**config.mk**
```make
export PLATFORM = sky130hd
export DESIGN_NAME = sorted_double_ended_queue_unit
export DESIGN_NICKNAME = d
export VERILOG_FILES = /design/src/sdeq_pkg.sv /design/src/sdeq_cell.sv /design/src/sorted_double_ended_queue_unit.sv
export SDC_FILE = /design/constraint.sdc
export NUM_CORES = 2
export LEC_CHECK = 0
export BUFFER_PORTS_ARGS = -buffer_cell sky130_fd_sc_hd__buf_2
export CAP_MARGIN = 40
export CORE_MARGIN = 2
export CORE_UTILIZATION = 48
export DETAILED_ROUTE_END_ITERATION = 6
export HOLD_SLACK_MARGIN = 0.08
export PLACE_DENSITY = 0.69
export SYNTH_ARGS = -nofsm -noshare
export SYNTH_HDL_FRONTEND = slang
export SYNTH_SLANG_ARGS = --single-unit
```
**constraint.sdc**
```tcl
create_clock -name i_clk -period 17.8 [get_ports i_clk]
set_clock_uncertainty 0.2 [all_clocks]
set_input_delay 4.45 -clock i_clk [delete_from_list [all_inputs] [get_ports i_clk]]
set_output_delay 4.45 -clock i_clk [all_outputs]
set_load 0.01 [all_outputs]
```
**src/sdeq_pkg.sv**
```systemverilog
// shared types and codes for the sorted double-ended queue
// no dependencies; used by sdeq_cell and sorted_double_ended_queue_unit
`timescale 1ns / 1ps

package sdeq_pkg;

    localparam int CAPACITY_DEFAULT = 16;

    localparam int VALUE_W  = 32;
    localparam int MODE_W   = 2;
    localparam int STATUS_W = 2;

    localparam logic [MODE_W-1:0] MODE_INSERT = 2'd0;
    localparam logic [MODE_W-1:0] MODE_RM_MIN = 2'd1;
    localparam logic [MODE_W-1:0] MODE_RM_MAX = 2'd2;

    localparam logic [STATUS_W-1:0] STATUS_OK    = 2'd0;
    localparam logic [STATUS_W-1:0] STATUS_EMPTY = 2'd1;
    localparam logic [STATUS_W-1:0] STATUS_FULL  = 2'd2;

    // operation broadcast to every cell in the row
    typedef struct packed {
        logic                      ins;
        logic                      rm_min;
        logic                      rm_max;
        logic signed [VALUE_W-1:0] value;
    } t_cell_cmd;

endpackage

```
**src/sdeq_cell.sv**
```systemverilog
// one storage cell of the sorted row: holds a value and its valid flag
// depends on sdeq_pkg
`timescale 1ns / 1ps

module sdeq_cell (
    input  logic                              i_clk,
    input  logic                              i_rst_n,
    input  sdeq_pkg::t_cell_cmd               i_cmd,
    input  logic signed [sdeq_pkg::VALUE_W-1:0] i_left_val,
    input  logic                              i_left_vld,
    input  logic                              i_left_lt,
    input  logic signed [sdeq_pkg::VALUE_W-1:0] i_right_val,
    input  logic                              i_right_vld,
    output logic signed [sdeq_pkg::VALUE_W-1:0] o_val,
    output logic                              o_vld,
    output logic                              o_lt
);

    logic signed [sdeq_pkg::VALUE_W-1:0] r_val;
    logic signed [sdeq_pkg::VALUE_W-1:0] n_val;
    logic                                r_vld;
    logic                                n_vld;
    logic                                w_lt;

    // entry strictly below the new value stays put on insert
    assign w_lt = r_vld && (r_val < i_cmd.value);

    always_comb begin
        n_val = r_val;
        n_vld = r_vld;
        if (i_cmd.ins) begin
            if (!w_lt) begin
                // first cell not below the value takes it, the rest shift up
                n_val = i_left_lt ? i_cmd.value : i_left_val;
            end
            n_vld = i_left_vld;
        end else if (i_cmd.rm_min) begin
            n_val = i_right_val;
            n_vld = i_right_vld;
        end else if (i_cmd.rm_max) begin
            n_vld = r_vld & i_right_vld;
        end
    end

    always_ff @(posedge i_clk) begin
        if (!i_rst_n) begin
            r_vld <= 1'b0;
        end else begin
            r_vld <= n_vld;
        end
    end

    always_ff @(posedge i_clk) begin
        r_val <= n_val;
    end

    assign o_val = r_val;
    assign o_vld = r_vld;
    assign o_lt  = w_lt;

endmodule

```
**src/sorted_double_ended_queue_unit.sv**
```systemverilog
// top level of the sorted double-ended queue: row of sdeq_cell plus result register
// depends on sdeq_pkg and sdeq_cell
`timescale 1ns / 1ps

// Sorted double-ended priority queue holding up to CAPACITY signed 32-bit values.
// Request channel (s side): tuser carries the mode (insert, remove smallest,
// remove largest), tdata carries the value to insert.
// Result channel (m side): tdata carries the echoed or removed value, tuser the
// status (ok, empty on remove, full on insert). Every request gives one result.
// Values live in a row of cells in ascending order from cell 0; every request
// updates all cells in parallel, each cell comparing its own entry
// with the request value and taking from a neighbour where the row shifts.
// The result is registered and appears in the cycle after the request is taken.
// Throughput: one request per cycle while results are taken.
// If the receiver stalls, the result register holds and s_tready drops, so
// no further request is taken until the pending result leaves.
// Reset (synchronous, active low) clears all valid flags: the store is empty.

module sorted_double_ended_queue_unit #(
    parameter int CAPACITY = sdeq_pkg::CAPACITY_DEFAULT
) (
    input  logic        i_clk,
    input  logic        i_rst_n,
    input  logic        i_s_tvalid,
    output logic        o_s_tready,
    input  logic [31:0] i_s_tdata,  // [31:0] value
    input  logic [1:0]  i_s_tuser,  // [1:0] mode
    output logic        o_m_tvalid,
    input  logic        i_m_tready,
    output logic [31:0] o_m_tdata,  // [31:0] result_value
    output logic [1:0]  o_m_tuser   // [1:0] status
);

    localparam int VW = sdeq_pkg::VALUE_W;

    logic signed [VW-1:0] w_val [CAPACITY];
    logic                 w_vld [CAPACITY];
    logic                 w_lt  [CAPACITY];
    logic [CAPACITY-1:0]  w_last;

    sdeq_pkg::t_cell_cmd  w_cmd;
    logic                 w_accept;
    logic                 w_empty;
    logic                 w_full;
    logic signed [VW-1:0] w_max;
    logic signed [VW-1:0] n_res;
    logic [sdeq_pkg::STATUS_W-1:0] n_status;

    logic                 r_m_valid;
    logic signed [VW-1:0] r_res;
    logic [sdeq_pkg::STATUS_W-1:0] r_status;

    assign o_s_tready = !r_m_valid || i_m_tready;
    assign w_accept   = i_s_tvalid && o_s_tready;

    assign w_empty = !w_vld[0];
    assign w_full  = w_vld[CAPACITY-1];

    always_comb begin
        w_cmd.value  = $signed(i_s_tdata);
        w_cmd.ins    = w_accept && (i_s_tuser == sdeq_pkg::MODE_INSERT) && !w_full;
        w_cmd.rm_min = w_accept && (i_s_tuser == sdeq_pkg::MODE_RM_MIN) && !w_empty;
        w_cmd.rm_max = w_accept && (i_s_tuser == sdeq_pkg::MODE_RM_MAX) && !w_empty;
    end

    genvar g;
    generate
        for (g = 0; g < CAPACITY; g++) begin : g_cell
            logic signed [VW-1:0] w_lv;
            logic                 w_lvd;
            logic                 w_llt;
            logic signed [VW-1:0] w_rv;
            logic                 w_rvd;

            if (g == 0) begin : g_head
                assign w_lv  = w_cmd.value;
                assign w_lvd = 1'b1;
                assign w_llt = 1'b1;
            end else begin : g_mid_l
                assign w_lv  = w_val[g-1];
                assign w_lvd = w_vld[g-1];
                assign w_llt = w_lt[g-1];
            end

            if (g == CAPACITY - 1) begin : g_tail
                assign w_rv  = w_val[g];
                assign w_rvd = 1'b0;
                assign w_last[g] = w_vld[g];
            end else begin : g_mid_r
                assign w_rv  = w_val[g+1];
                assign w_rvd = w_vld[g+1];
                assign w_last[g] = w_vld[g] && !w_vld[g+1];
            end

            sdeq_cell u_cell (
                .i_clk       (i_clk),
                .i_rst_n     (i_rst_n),
                .i_cmd       (w_cmd),
                .i_left_val  (w_lv),
                .i_left_vld  (w_lvd),
                .i_left_lt   (w_llt),
                .i_right_val (w_rv),
                .i_right_vld (w_rvd),
                .o_val       (w_val[g]),
                .o_vld       (w_vld[g]),
                .o_lt        (w_lt[g])
            );
        end
    endgenerate

    // largest value sits in the last valid cell: one-hot and-or select
    always_comb begin
        w_max = '0;
        for (int i = 0; i < CAPACITY; i++) begin
            w_max = w_max | (w_val[i] & {VW{w_last[i]}});
        end
    end

    always_comb begin
        n_res    = '0;
        n_status = sdeq_pkg::STATUS_OK;
        case (i_s_tuser)
            sdeq_pkg::MODE_INSERT: begin
                if (w_full) begin
                    n_status = sdeq_pkg::STATUS_FULL;
                end else begin
                    n_res = w_cmd.value;
                end
            end
            sdeq_pkg::MODE_RM_MIN: begin
                if (w_empty) begin
                    n_status = sdeq_pkg::STATUS_EMPTY;
                end else begin
                    n_res = w_val[0];
                end
            end
            sdeq_pkg::MODE_RM_MAX: begin
                if (w_empty) begin
                    n_status = sdeq_pkg::STATUS_EMPTY;
                end else begin
                    n_res = w_max;
                end
            end
            default: begin
                n_res    = '0;
                n_status = sdeq_pkg::STATUS_OK;
            end
        endcase
    end

    always_ff @(posedge i_clk) begin
        if (!i_rst_n) begin
            r_m_valid <= 1'b0;
        end else if (w_accept) begin
            r_m_valid <= 1'b1;
        end else if (i_m_tready) begin
            r_m_valid <= 1'b0;
        end
    end

    always_ff @(posedge i_clk) begin
        if (w_accept) begin
            r_res    <= n_res;
            r_status <= n_status;
        end
    end

    assign o_m_tvalid = r_m_valid;
    assign o_m_tdata  = r_res;
    assign o_m_tuser  = r_status;

endmodule

```
==> impl_metrics.ini <==
[pwr]
ir_worst_vdd_v = 0.0000605
pwr_density_cell_mw_per_mm2 = 75.5
total_power_mw = 3.69
p_leak_nw = 18.1

[synthesis]
yosysSeqAreaShare_pct = 37.4
ys_async_sr_fraction_pct = 0
synth_area_per_cell_um2 = 9.62
synth_top_area_cell = edfxtp_1
synth-edff-count = 546
ys_top_cells_by_count = nand2_1, edfxtp_1, ha_1
synth_cell_type_count = 64
yosysWarnings = 0
synth_cells = 4647
synthMostInstantiatedCell = nand2_1
synth_top_area_share_pct = 36.7
syn-num-nets = 5154
synth_ff_type = edfxtp_1
synth_area_leaders = edfxtp_1, ha_1, o211ai_1
syn_area_mm2 = 0.0447
synth_seq_cells = 563

[worst_hold_path]
min_path_type = flop to flop

[global_routing]
antenna_found_initial = 35
grt_max_degree = 150
grt_pass1_vias = 40766
grt_usage_pct = 41.1
grt_pass1_wl_um = 287000
gr-total-overflow = 0

[sta]
fmax_ghz = 0.105
finalCriticalPeriod_ns = 9.51
slew_violations = 0
tightest_slew_ns = 1.25
finalCritPeriodShare_pct = 53.5
rsz0062_at_grt = no
finalHoldViolCount = 0
setup_tns_ns = 0
max-slew-margin-rel_pct = 16.7
setup_viol = 0

[setup_path]
criticalPathCategory = primary input to output port
path_max_fanout = 4
cp-end-kind = output port
crit_arrival_ns = 4.86
start_kind = primary input
cp.required_ns = 13.15

[layout]
syn_to_final_growth_pct = 9.28
fin_nets = 4994
drive_above_1_share_pct = 13.9

[drt]
route.detailed.drc = 4
vias = 43664
ant_nets = 0
drtIter0Drc = 7572
avgViaCountPerCell = 7.54
finalWirelength_um = 201000
firstDrtPassIters = 7
avgRoutedWirePerCell_um = 34.7

[clock_network]
cts_buffers = 69
htreeDepth = 3
hold_buffers = 0
clock_path_buffers = 3
clk_pin_slew_worst_paths_ns = 0.06
cts-root-buf = clkbuf_16
cts_setup_buffers = 0
clock-sinks = 563
cts_tree = yes
clk_latency_ns = 0.65
cts_resized = 0

[floorplanning]
ios = 74
start_util_pct = 48.6
die_y_um = 309
num_rows = 111
die-area_mm2 = 0.0956
fp.dieW_um = 309
fp.coreArea_mm2 = 0.0919

[place]
io_buffer_count = 73
gp_congestion = 1.01
dp_hpwl_um = 131000

[outcome]
violations = design-rule violations
status = finished, violations left

[job]
cap_violations = 0
-- logic make-up after synthesis --
family                     share of synthesized area [%]
DFF                                                 37.4
and+or+nand+nor                                     17.9
adders and majority gates                           13.1
muxes                                               5.07
buffers and inverters                               4.42
AOI/OAI and AO/OA                                   22.0
-- state kept, by name, indices dropped and copies added, names as in the netlist --
name,cells
g_cell.u_cell.o_val,512
o_m_tvalid,1
o_m_tdata,32
o_m_tuser,2
g_cell.u_cell.o_vld,16
-- power by group --
| part | switching, mW | internal, mW |
|---|---|---|
| sequential | 0.0697 | 1.51 |
| combinational | 0.417 | 0.188 |
| clock | 0.619 | 0.886 |
| total | 1.11 | 2.59 |
-- worst paths after layout --
kind	start	end	slack [ns]	cells past startpoint
setup / recovery	i_m_tready	o_s_tready	8.29	3
hold / removal	g_cell[0].u_cell.o_vld	g_cell[0].u_cell.o_vld	0.37	2
setup reg to reg	g_cell[15].u_cell.o_vld	g_cell[11].u_cell.o_val[31]	12.34	9
hold reg to reg	g_cell[0].u_cell.o_vld	g_cell[0].u_cell.o_vld	0.37	2
-- routing by layer --
metal / share of wire [%] / global-route usage [%] / wire, um
met3: 17 / 15.7 / 33300
met1: 36 / 53.6 / 72100
met4: 8.2 / 26.9 / 16400
met5: 0.16 / 0.708 / 322
met2: 39 / 56.5 / 78900
-- through the flow --
step / instances / instance area [um^2] / setup WS (ns) / util [%] / hold slack [ns]
after floorplan: 4647 / 44700 / 8.28 / - / 0.284
after global placement: 5621 / 46000 / 8.24 / 50.0 / 0.331
after detailed placement: 5655 / 46500 / 8.29 / 50.6 / 0.346
after CTS: 5774 / 48800 / 8.28 / 53.1 / 0.357
after global routing: 5779 / 48800 / 8.26 / 53.1 / 0.405
final: 5791 / 48900 / 8.29 / 53.2 / 0.370
-- layout by cell type, fill, tap and decap left out, drive strengths merged, types with 57 or more instances in the layout --
| cell type | instances |
|---|---|
| nand4 | 83 |
| mux2 | 160 |
| a21oi | 152 |
| clkbuf | 89 |
| buf | 188 |
| ha | 469 |
| nand3 | 326 |
| edfxtp | 546 |
| o211ai | 307 |
| o21ai | 119 |
| a22o | 128 |
| a221oi | 137 |
| a21o | 57 |
| a2111oi | 141 |
| nor2 | 390 |
| nor3 | 287 |
| nand2 | 583 |
-- area by class of cell --
| type | count | area (um^2) |
|---|---|---|
| antenna | 13 | 32.5 |
| clock buffer | 87 | 1910 |
| clock inverter | 32 | 374 |
| fill | 8317 | 43100 |
| inverter | 49 | 191 |
| multi-input combinational | 3612 | 26500 |
| sequential | 563 | 16700 |
| tap | 1243 | 1560 |
| timing repair buffer | 192 | 1570 |
-- worst max-delay path, stage by stage --
cell and delay [ns]:
buf_2 0.09, nand2b_1 0.17, buf_2 0.15
(Power assumes the default switching activity.)
